## src/rtl/core/lru_fully_associative_tag_table_unit_macros.svh

```systemverilog
// ----------------------------------------------------------------------------
// LRU tag table assertion macros
// Concurrent check wrappers; NO_ASSERTIONS compiles them out.
// ----------------------------------------------------------------------------
`ifndef LRU_FULLY_ASSOCIATIVE_TAG_TABLE_UNIT_MACROS_SVH
`define LRU_FULLY_ASSOCIATIVE_TAG_TABLE_UNIT_MACROS_SVH

`ifndef NO_ASSERTIONS
// same-cycle implication
`define LFAT_ASSERT_IMP(label, clk, rst_n, ante, cons) \
	label: assert property (@(posedge clk) disable iff (!rst_n) (ante) |-> (cons)) \
		else $error("lfat check failed");
// next-cycle implication
`define LFAT_ASSERT_NXT(label, clk, rst_n, ante, cons) \
	label: assert property (@(posedge clk) disable iff (!rst_n) (ante) |=> (cons)) \
		else $error("lfat check failed");
`else
`define LFAT_ASSERT_IMP(label, clk, rst_n, ante, cons)
`define LFAT_ASSERT_NXT(label, clk, rst_n, ante, cons)
`endif

`endif

```

## src/rtl/core/lfat_pkg.sv

```systemverilog
// ----------------------------------------------------------------------------
// LRU tag table package
// Shared defaults, codes, result and status types.
// ----------------------------------------------------------------------------
package lfat_pkg;

	localparam int ENTRIES_DEF    = 16;
	localparam int KEY_BITS_DEF   = 64;
	localparam int STAMP_BITS_DEF = 32;

	// fixed field widths of the stream payload
	localparam int KEY_W  = 64;
	localparam int SLOT_W = 4;
	localparam int RES_W  = 8;

	typedef enum logic {
		OP_LOOKUP = 1'b0,
		OP_INSERT = 1'b1
	} op_t;

	typedef enum logic [1:0] {
		ST_IDLE,
		ST_SCAN,
		ST_WRITE,
		ST_DONE
	} state_t;

	// hit in the lowest bit
	typedef struct packed {
		logic              replaced;
		logic [SLOT_W-1:0] slot;
		logic              hit;
	} result_t;

	typedef struct packed {
		logic busy;
		logic full;
	} status_t;

endpackage

```

## src/rtl/core/lru_fully_associative_tag_table_unit.sv

```systemverilog
// ----------------------------------------------------------------------------
// LRU fully associative tag table
// Tag lookup and insert with timestamp least-recently-used replacement.
// ----------------------------------------------------------------------------
// One transaction at a time: a lookup reads the filled slots one per cycle
// through the single read port of the entry store and stops at the first
// match. An insert into a table that is not full needs no scan; an insert
// into a full table scans every slot for the oldest stamp. The input is not
// ready during a scan and comes back the cycle after the result moves to the
// output register. A result waits in an output register, so the next
// transaction can start while it is still held.
module lru_fully_associative_tag_table_unit #(
	parameter int ENTRIES    = lfat_pkg::ENTRIES_DEF,
	parameter int KEY_BITS   = lfat_pkg::KEY_BITS_DEF,
	parameter int STAMP_BITS = lfat_pkg::STAMP_BITS_DEF
) (
	input  logic                       clk,
	input  logic                       arst_n,
	input  logic                       s_axis_tvalid,
	output logic                       s_axis_tready,
	input  logic [lfat_pkg::KEY_W-1:0] s_axis_tdata,  // [63:0] key
	input  logic [0:0]                 s_axis_tuser,  // [0] op
	output logic                       m_axis_tvalid,
	input  logic                       m_axis_tready,
	output logic [lfat_pkg::RES_W-1:0] m_axis_tdata   // [0] hit, [4:1] slot,
	                                                  // [5] replaced, [7:6] zero
);

	import lfat_pkg::*;

	logic    res_valid, res_ready;
	result_t res;
	status_t stat;
	logic    out_valid_q;
	result_t out_res_q;

	// sequencer with compare unit and entry store
	lfat_scan #(
		.ENTRIES   (ENTRIES),
		.KEY_BITS  (KEY_BITS),
		.STAMP_BITS(STAMP_BITS)
	) u_scan (
		.clk      (clk),
		.arst_n   (arst_n),
		.in_valid (s_axis_tvalid),
		.in_ready (s_axis_tready),
		.in_op    (op_t'(s_axis_tuser[0])),
		.in_key   (s_axis_tdata),
		.res_valid(res_valid),
		.res_ready(res_ready),
		.res      (res),
		.stat     (stat)
	);

	// output register
	assign res_ready = !out_valid_q || m_axis_tready;

	always_ff @(posedge clk or negedge arst_n) begin
		if (!arst_n) begin
			out_valid_q <= 1'b0;
		end else if (res_ready) begin
			out_valid_q <= res_valid;
		end
	end

	always_ff @(posedge clk) begin
		if (res_ready && res_valid) begin
			out_res_q <= res;
		end
	end

	assign m_axis_tvalid = out_valid_q;
	assign m_axis_tdata  = RES_W'(out_res_q);

	// checks
	`include "lru_fully_associative_tag_table_unit_macros.svh"

	`LFAT_ASSERT_NXT(a_busy_after_accept, clk, arst_n, s_axis_tvalid && s_axis_tready, !s_axis_tready)
	`LFAT_ASSERT_IMP(a_hit_not_evict, clk, arst_n, res_valid, !(res.hit && res.replaced))
	`LFAT_ASSERT_IMP(a_evict_only_full, clk, arst_n, res_valid && res.replaced, stat.full)
	`LFAT_ASSERT_NXT(a_result_held, clk, arst_n, res_valid && !res_ready, res_valid && $stable(res))

endmodule

```

## src/rtl/core/lfat_mem.sv

```systemverilog
// ----------------------------------------------------------------------------
// LRU tag table entry store
// Key and stamp arrays, one write port, one registered read port.
// ----------------------------------------------------------------------------
module lfat_mem #(
	parameter int ENTRIES    = 16,
	parameter int KEY_BITS   = 64,
	parameter int STAMP_BITS = 32
) (
	input  logic                       clk,
	input  logic [$clog2(ENTRIES)-1:0] rd_addr,
	output logic [KEY_BITS-1:0]        rd_key,
	output logic [STAMP_BITS-1:0]      rd_stamp,
	input  logic [$clog2(ENTRIES)-1:0] wr_addr,
	input  logic                       key_we,
	input  logic                       stamp_we,
	input  logic [KEY_BITS-1:0]        wr_key,
	input  logic [STAMP_BITS-1:0]      wr_stamp
);

	logic [KEY_BITS-1:0]   key_mem   [ENTRIES];
	logic [STAMP_BITS-1:0] stamp_mem [ENTRIES];

	// write port
	always_ff @(posedge clk) begin
		if (key_we) begin
			key_mem[wr_addr] <= wr_key;
		end
		if (stamp_we) begin
			stamp_mem[wr_addr] <= wr_stamp;
		end
	end

	// registered read port
	always_ff @(posedge clk) begin
		rd_key   <= key_mem[rd_addr];
		rd_stamp <= stamp_mem[rd_addr];
	end

endmodule

```

## src/rtl/core/lfat_cmp.sv

```systemverilog
// ----------------------------------------------------------------------------
// LRU tag table compare unit
// Shared equality / less-than comparator used by every scan step.
// ----------------------------------------------------------------------------
module lfat_cmp #(
	parameter int W = 64
) (
	input  logic [W-1:0] a,
	input  logic [W-1:0] b,
	output logic         eq,
	output logic         lt
);

	// unsigned compare
	assign eq = (a == b);
	assign lt = (a < b);

endmodule

```

## src/rtl/core/lfat_scan.sv

```systemverilog
// ----------------------------------------------------------------------------
// LRU tag table sequencer
// Walks the entry store one slot per cycle for key match or oldest stamp, then
// writes stamp and, on insert, key (none on a lookup miss), hands result on.
// ----------------------------------------------------------------------------
module lfat_scan #(
	parameter int ENTRIES    = 16,
	parameter int KEY_BITS   = 64,
	parameter int STAMP_BITS = 32
) (
	input  logic                      clk,
	input  logic                      arst_n,
	input  logic                      in_valid,
	output logic                      in_ready,
	input  lfat_pkg::op_t             in_op,
	input  logic [lfat_pkg::KEY_W-1:0] in_key,
	output logic                      res_valid,
	input  logic                      res_ready,
	output lfat_pkg::result_t         res,
	output lfat_pkg::status_t         stat
);

	import lfat_pkg::*;

	localparam int IDX_W = $clog2(ENTRIES);
	localparam int CNT_W = $clog2(ENTRIES + 1);
	localparam int CMP_W = (KEY_BITS > STAMP_BITS) ? KEY_BITS : STAMP_BITS;

	state_t                state_q, nxt_state;
	op_t                   op_q;
	logic [KEY_BITS-1:0]   key_q;
	logic [CNT_W-1:0]      fill_q;
	logic [STAMP_BITS-1:0] clock_q;
	logic [CNT_W-1:0]      rd_idx_q;
	logic                  pend_s1;
	logic [IDX_W-1:0]      cmp_idx_s1;
	logic [IDX_W-1:0]      tgt_q;
	logic [STAMP_BITS-1:0] best_q;
	logic                  hit_q;
	logic                  repl_q;

	logic [KEY_BITS-1:0]   rd_key;
	logic [STAMP_BITS-1:0] rd_stamp;
	logic [CMP_W-1:0]      cmp_a, cmp_b;
	logic                  cmp_eq, cmp_lt;
	logic                  is_lookup, is_full, accept;
	logic [CNT_W-1:0]      limit;
	logic                  issue, last, match, take_min;

	assign is_lookup = (op_q == OP_LOOKUP);
	assign is_full   = (fill_q == CNT_W'(ENTRIES));
	assign accept    = in_valid && (state_q == ST_IDLE);
	assign limit     = is_lookup ? fill_q : CNT_W'(ENTRIES);
	assign issue     = (state_q == ST_SCAN) && (rd_idx_q < limit);
	assign last      = pend_s1 && ((CNT_W'(cmp_idx_s1) + CNT_W'(1)) == limit);

	// entry store
	lfat_mem #(
		.ENTRIES   (ENTRIES),
		.KEY_BITS  (KEY_BITS),
		.STAMP_BITS(STAMP_BITS)
	) u_mem (
		.clk     (clk),
		.rd_addr (rd_idx_q[IDX_W-1:0]),
		.rd_key  (rd_key),
		.rd_stamp(rd_stamp),
		.wr_addr (tgt_q),
		.key_we  ((state_q == ST_WRITE) && !is_lookup),
		.stamp_we(state_q == ST_WRITE),
		.wr_key  (key_q),
		.wr_stamp(clock_q)
	);

	// shared comparator: key match on lookup, stamp order on eviction
	assign cmp_a = is_lookup ? CMP_W'(rd_key) : CMP_W'(rd_stamp);
	assign cmp_b = is_lookup ? CMP_W'(key_q) : CMP_W'(best_q);

	lfat_cmp #(
		.W(CMP_W)
	) u_cmp (
		.a (cmp_a),
		.b (cmp_b),
		.eq(cmp_eq),
		.lt(cmp_lt)
	);

	assign match    = pend_s1 && is_lookup && cmp_eq;
	assign take_min = pend_s1 && !is_lookup && ((cmp_idx_s1 == '0) || cmp_lt);

	// next state
	always_comb begin
		nxt_state = state_q;
		unique case (state_q)
			ST_IDLE: begin
				if (in_valid) begin
					if (in_op == OP_LOOKUP) begin
						nxt_state = (fill_q == '0) ? ST_DONE : ST_SCAN;
					end else begin
						nxt_state = is_full ? ST_SCAN : ST_WRITE;
					end
				end
			end
			ST_SCAN: begin
				if (match) begin
					nxt_state = ST_WRITE;
				end else if (last) begin
					nxt_state = is_lookup ? ST_DONE : ST_WRITE;
				end
			end
			ST_WRITE: nxt_state = ST_DONE;
			ST_DONE: begin
				if (res_ready) begin
					nxt_state = ST_IDLE;
				end
			end
			default: nxt_state = ST_IDLE;
		endcase
	end

	// outputs
	always_comb begin
		in_ready     = (state_q == ST_IDLE);
		res_valid    = (state_q == ST_DONE);
		res.hit      = hit_q;
		res.slot     = SLOT_W'(tgt_q);
		res.replaced = repl_q;
		stat.busy    = (state_q != ST_IDLE);
		stat.full    = is_full;
	end

	// control state
	always_ff @(posedge clk or negedge arst_n) begin
		if (!arst_n) begin
			state_q <= ST_IDLE;
			fill_q  <= '0;
			clock_q <= '0;
			pend_s1 <= 1'b0;
		end else begin
			state_q <= nxt_state;
			if (accept) begin
				pend_s1 <= 1'b0;
			end else if (state_q == ST_SCAN) begin
				pend_s1 <= issue;
			end
			if (state_q == ST_WRITE) begin
				clock_q <= clock_q + STAMP_BITS'(1);
				if (!is_lookup && !repl_q) begin
					fill_q <= fill_q + CNT_W'(1);
				end
			end
		end
	end

	// scan datapath
	always_ff @(posedge clk) begin
		if (accept) begin
			op_q     <= in_op;
			key_q    <= in_key[KEY_BITS-1:0];
			rd_idx_q <= '0;
			hit_q    <= 1'b0;
			repl_q   <= (in_op == OP_INSERT) && is_full;
			tgt_q    <= (in_op == OP_INSERT) ? fill_q[IDX_W-1:0] : '0;
		end else if (state_q == ST_SCAN) begin
			cmp_idx_s1 <= rd_idx_q[IDX_W-1:0];
			if (issue) begin
				rd_idx_q <= rd_idx_q + CNT_W'(1);
			end
			if (match) begin
				tgt_q <= cmp_idx_s1;
				hit_q <= 1'b1;
			end
			if (take_min) begin
				best_q <= rd_stamp;
				tgt_q  <= cmp_idx_s1;
			end
		end
	end

endmodule

```

## config.mk

```make
export PLATFORM = sky130hd
export DESIGN_NAME = lru_fully_associative_tag_table_unit
export DESIGN_NICKNAME = d
export VERILOG_FILES = /design/src/rtl/core/lfat_pkg.sv /design/src/rtl/core/lru_fully_associative_tag_table_unit.sv /design/src/rtl/core/lfat_mem.sv /design/src/rtl/core/lfat_cmp.sv /design/src/rtl/core/lfat_scan.sv
export VERILOG_INCLUDE_DIRS = /design/src /design/src/rtl/core
export SDC_FILE = /design/constraint.sdc
export NUM_CORES = 2
export LEC_CHECK = 0
export BUFFER_PORTS_ARGS = -buffer_cell sky130_fd_sc_hd__buf_2
export CELL_PAD_IN_SITES_DETAIL_PLACEMENT = 1
export CELL_PAD_IN_SITES_GLOBAL_PLACEMENT = 2
export CORE_MARGIN = 5
export CORE_UTILIZATION = 45
export DETAILED_ROUTE_END_ITERATION = 10
export PLACE_DENSITY_LB_ADDON = 0.1
export SLEW_MARGIN = 15
export SYNTH_ARGS = -nofsm -noshare
export SYNTH_HDL_FRONTEND = slang
export SYNTH_HIERARCHICAL = 1
export SYNTH_SLANG_ARGS = --single-unit
```

## constraint.sdc

```tcl
create_clock -name clk -period 5.05 [get_ports clk]
set_input_delay 0.2525 -clock clk [delete_from_list [all_inputs] [get_ports clk]]
set_output_delay 0.2525 -clock clk [all_outputs]
set_load 0.01 [all_outputs]
```

Yosys cells after proc, flatten, opt, wreduce, memory -nomap -nowiden --
Memory sizes are Yosys's and may differ from the RTL's. A register that Yosys moved wholly into a read port is not among the register bits. Cells that the tools add are included.
Storage, ports and cells: logic and storage cells 85, memories 2, memory bits (writable) 1536, output and inout port bits 10, register bits after elaboration 159
Memories:
- u_scan.u_mem.key_mem | words 16, width 64, read ports 1, clocked after Yosys merged registers in 1, write ports 1, RTL line lfat_mem.sv:21 | logic [KEY_BITS-1:0] key_mem [ENTRIES];
- u_scan.u_mem.stamp_mem | words 16, width 32, read ports 1, clocked after Yosys merged registers in 1, write ports 1, RTL line lfat_mem.sv:22 | logic [STAMP_BITS-1:0] stamp_mem [ENTRIES];
Operators by class: bitwise gates (word level) 2, mux-type cells 23, reduce and logical (&&, ||, !) cells 27, add/sub/neg operators 4, equal/unequal tests 9, order comparisons 2
Operator list (number):
- $mux 64 | 2
- $eq 64x64->1 | 1
- $lt 64x64->1 | 1
- $add 32x1->32 const B | 1
- $mux 4 | 5
- $mux 2 | 7
- $logic_and 1x1->1 | 11
- $add 5x1->5 const B | 2
- $reduce_and 2->1 | 5
- $pmux 2 s4 | 1
- $mux 1 | 7
- $reduce_and 3->1 | 2
- $add 4x1->5 const B | 1
- $eq 5x5->1 | 1
- $eq 5x5->1 const B | 1
- $logic_not 5->1 | 1
- $lt 5x5->1 | 1
- $mux 5 | 1
- $eq 2x2->1 const B | 2
- $logic_not 4->1 | 1
- $ne 3x1->1 const B | 1
- $reduce_bool 3->1 | 1
- $eq 2x1->1 const B | 1
- $logic_not 1->1 | 2
- 6 further kinds | 8

Depth between registers and ports, before layout --
depth after elaboration 7, depth in mapped cells 16, depth with buffers taken out 13

Cells and area by module --
The synthesis kept the hierarchy.
Modules (own cells, without submodules):
- lfat_mem | area each 59452.0 µm², cells each 2485, instances 1, seq. area each 48046.1 µm²
- lfat_scan | area each 6870.3 µm², cells each 511, instances 1, seq. area each 4304.1 µm²
- lfat_cmp | area each 1689.1 µm², cells each 233, instances 1, seq. area each 0.0 µm²
- lru_fully_associative_tag_table_unit | area each 252.7 µm², cells each 13, instances 1, seq. area each 205.2 µm²

Least setup slack after synthesis --
OpenSTA, ideal clock, no wires.
kind register to register, from reg u_scan.state_q[0], to mem u_scan.u_mem.key_mem[0][0] (enable), path buffers 1, setup slack 0.242 ns, setup time 0.486 ns, clock period less this slack 4.808 ns, cell stages (with the launch flop) 7, arrival 4.322 ns, required time 4.564 ns, cell sequence dfrtp_1 inv_1 ha_1 clkbuf_1 and2_1 or3b_2 nor2_1
On the way: word-level cells in the longest chain between the ends 4
Ends and longest elaborated chain:
- from (decl) | RTL line lfat_scan.sv:29 | state_t state_q, nxt_state;
- from (signal assigned) | RTL line lfat_scan.sv:139 | state_q <= nxt_state;
- $eq 2x2->1 | RTL line lfat_scan.sv:68 | .key_we ((state_q == ST_WRITE) && !is_lookup),
- $logic_and 1x1->1 | RTL line lfat_scan.sv:68
- $mux 1 | RTL line lfat_mem.sv:26 | if (key_we) begin
- $mux 1 (implied by the code) | RTL line lfat_mem.sv:27 | key_mem[wr_addr] <= wr_key;
- to (decl) | RTL line lfat_mem.sv:21
No other way between the ends.

Worst setup path after layout --
from reg u_scan.op_q, to reg u_scan.tgt_q[0] (enable)
On the way: word-level cells in the longest chain between the ends 6, elaborated cells between the ends (all ways) 12
Ends and longest elaborated chain:
- from (decl) | RTL line lfat_scan.sv:30 | op_t op_q;
- from (signal assigned) | RTL line lfat_scan.sv:157 | op_q <= in_op;
- $mux 64 | RTL line lfat_scan.sv:75 | assign cmp_a = is_lookup ? CMP_W'(rd_key) : CMP_W'(rd_stamp);
- via u_scan.cmp_a[63] | RTL line lfat_scan.sv:44 | logic [CMP_W-1:0] cmp_a, cmp_b;
- $lt 64x64->1 | RTL line lfat_cmp.sv:16 | assign lt = (a < b);
- via u_scan.cmp_lt | RTL line lfat_scan.sv:45 | logic cmp_eq, cmp_lt;
- $logic_or 1x1->1 | RTL line lfat_scan.sv:88 | assign take_min = pend_s1 && !is_lookup && ((cmp_idx_s1 == '0) || cmp_lt);
- $logic_and 1x1->1 | RTL line lfat_scan.sv:88
- $reduce_bool 3->1 (no source line)
- $reduce_and 2->1 (no source line)
- to (signal assigned) | RTL line lfat_scan.sv:162 | tgt_q <= (in_op == OP_INSERT) ? fill_q[IDX_W-1:0] : '0;
- to (signal assigned) | RTL line lfat_scan.sv:169 | tgt_q <= cmp_idx_s1;
- to (signal assigned) | RTL line lfat_scan.sv:174 | tgt_q <= cmp_idx_s1;
- to (decl) | RTL line lfat_scan.sv:37 | logic [IDX_W-1:0] tgt_q;
The timed path passes the listed nets, and every way through them passes these cells. A chain may end at the register's enable or synchronous reset.

==> results.sh <==
export IMPL_status="finished, final reports clean"
export IMPL_rsz0062_at_grt="no"
export IMPL_wire_per_inst_um=29.75
export IMPL_grt_max_degree=106
export IMPL_pwr_share_comb=0.194
export IMPL_grt_pass1_wl_um=247900
export IMPL_place_hpwl_um=91650
export IMPL_final_setup_viol_count=0
export IMPL_start_util=0.4509
export IMPL_num_rows=143
export IMPL_min_period_over_period=0.8823
export IMPL_cp_end_kind="register"
export IMPL_cts_root_buf="clkbuf_16"
export IMPL_cts_setup_buffers=0
export IMPL_fp_coreArea_sq_um=151400
export IMPL_drt_pass1_iterations=5
export IMPL_overflow=0
export IMPL_portBuffers=76
export IMPL_via_count=32880
export IMPL_place_congestion=0.7618
export IMPL_seqPwrFrac=0.467
export IMPL_p_sw_w=0.01067
export IMPL_clk_pin_slew_ns=0.06
export IMPL_fin_crit_ns=4.455
export IMPL_path_max_fanout=67
export IMPL_slew_violations=0
export IMPL_cp_required_ns=5.56
export IMPL_hold_violations=0
export IMPL_die_area_sq_um=159600
export IMPL_worstHoldPathType="in -> async"
export IMPL_drive_gt1_frac=0.2600
export IMPL_p_int_w=0.02893
export IMPL_clkPwrFrac=0.339
export IMPL_cts_resized=0
export IMPL_antenna_found_initial=6
export IMPL_cts_tree="built"
export IMPL_grt_pass1_vias=35480
export IMPL_ant_nets=0
export IMPL_area_growth_pct=15.26
export IMPL_yosysWarningCount=6
export IMPL_netlist_area_sq_um=68260
export IMPL_fmax_mhz=224.4
export IMPL_p_per_area_nw_per_um2=503.5
export IMPL_skew_ns=0.02830
export IMPL_setup_tns_ns=0
export IMPL_post_synth_cell_area_avg_sq_um=21.06
export IMPL_cts_sinks=1791
export IMPL_ctsHoldBuffers=67
export IMPL_htree_levels=4
export IMPL_vias_per_cell=5.749
export IMPL_die_h_um=399.5
export IMPL_layout_nets=3672
export IMPL_numCtsBuffers=185
export IMPL_postSynthCellCount=3241
export IMPL_switching_share=0.2695
export IMPL_ctsLongestPathBuffers=3
export IMPL_grt_usage=0.2159
export IMPL_dieWidth_um=399.5
export IMPL_maxSlewHeadroom=0.2366
export IMPL_vdd_drop_max_v=0.0003326
export IMPL_io_pins=79
export IMPL_crit_path_start_kind="register"
export IMPL_path_class="reg -> reg"
export IMPL_post_route_util=0.5198
export IMPL_antenna_cells=0
export IMPL_cp_arrival_ns=4.97
export IMPL_hold_slack_ns=0.08614
export IMPL_drcViolationCount=0
export IMPL_drt_first_iter_violations=2588
export IMPL_cap_violations=0
export IMPL_leakage_nw=25.73
export IMPL_insertion_delay_ns=0.80
export IMPL_wirelength_um=170100
export IMPL_worst_pin_slew_ns=1.142
## cells in the final DEF, fill, tap and decap left out, drive strengths merged, types with 66 or more instances in the layout
cell and instances:
dfxtp 102, inv 84, mux4 384, mux2 66
buf 183, edfxtp 1648, a22oi 193, clkbuf 285
ha 78, nor2b 70, nand2 145, dlygate4sd3 67
## through the flow
step / cells / worst slack, ns / cell area (sq um) / power (W)
2_1_floorplan: 3242 / 0.2418 / 68260 / 0.02385
3_3_place_gp: 5301 / 0.6920 / 71950 / 0.02639
3_5_place_dp: 5301 / 0.6358 / 71950 / 0.02659
4_1_cts: 5719 / 0.5884 / 78670 / 0.04017
5_1_grt: 5719 / 0.4127 / 78670 / 0.04141
6_report: 5719 / 0.5946 / 78670 / 0.03961
## critical path, stage by stage, from the launching register on
cell and delay [ns]:
edfxtp_1 0.38, buf_12 0.33, buf_12 0.31, nor2b_1 0.09
ha_1 0.37, nand3_1 0.15, nor3_1 0.48, nand2_1 0.27
a31oi_1 0.52, nor4_2 0.17, o21ai_0 0.43, o21ai_0 0.25
nand3_1 0.15, nand2_1 0.14
## registers in the layout, indices dropped and copies added (netlist names), 6 cells and up
register                cells
u_scan/u_mem/stamp_mem    512
u_scan/clock_q             32
u_scan/best_q              32
u_scan/u_mem/rd_key        64
u_scan/u_mem/rd_stamp      32
u_scan/u_mem/key_mem     1024
m_axis_tdata                6
u_scan/key_q               64
## worst paths after layout
| path | depth (start not counted) | end | slack, ns | startpoint |
|---|---|---|---|---|
| setup / recovery | 13 | u_scan/tgt_q[0] | 0.59 | u_scan/op_q |
| hold / removal | 3 | u_scan/pend_s1 | 0.09 | arst_n |
| setup reg to reg | 13 | u_scan/tgt_q[0] | 0.59 | u_scan/op_q |
| hold reg to reg | 0 | u_scan/best_q[16] | 0.45 | u_scan/u_mem/rd_stamp[16] |
| max in group asynchronous | 3 | u_scan/clock_q[2] | 4.46 | arst_n |
| min in group clk | 4 | u_scan/tgt_q[3] | 0.14 | s_axis_tvalid |
## routing by layer
metal | vias to the layer above | routed length (um) | share of wire | global-route usage
met3 | 250 | 7218 | 0.042 | 0.03105
met5 | - | 13 | 0.000076 | 0
li1 | 13890 | - | - | -
met2 | 810 | 87190 | 0.51 | 0.3714
met1 | 17930 | 71520 | 0.42 | 0.2903
met4 | 2 | 4182 | 0.025 | 0.05902
## power groups by stage
stage / clock network, W / logic, W / registers [W]
2_1_floorplan: 0 / 0.00553 / 0.0183
3_3_place_gp: 0 / 0.00764 / 0.0188
3_5_place_dp: 0 / 0.00778 / 0.0188
4_1_cts: 0.0138 / 0.00785 / 0.0185
5_1_grt: 0.0145 / 0.00830 / 0.0186
6_report: 0.0134 / 0.00767 / 0.0185
## final cells by class
class,count,area [sq um]
tap,2030,2540
inverter,79,299.0
timing repair buffer,250,2367
multi-input combinational,1218,14850
sequential,1791,52560
fill,13340,72690
clock inverter,66,613.1
clock buffer,285,5444
Power figures use the tool's default switching activity.
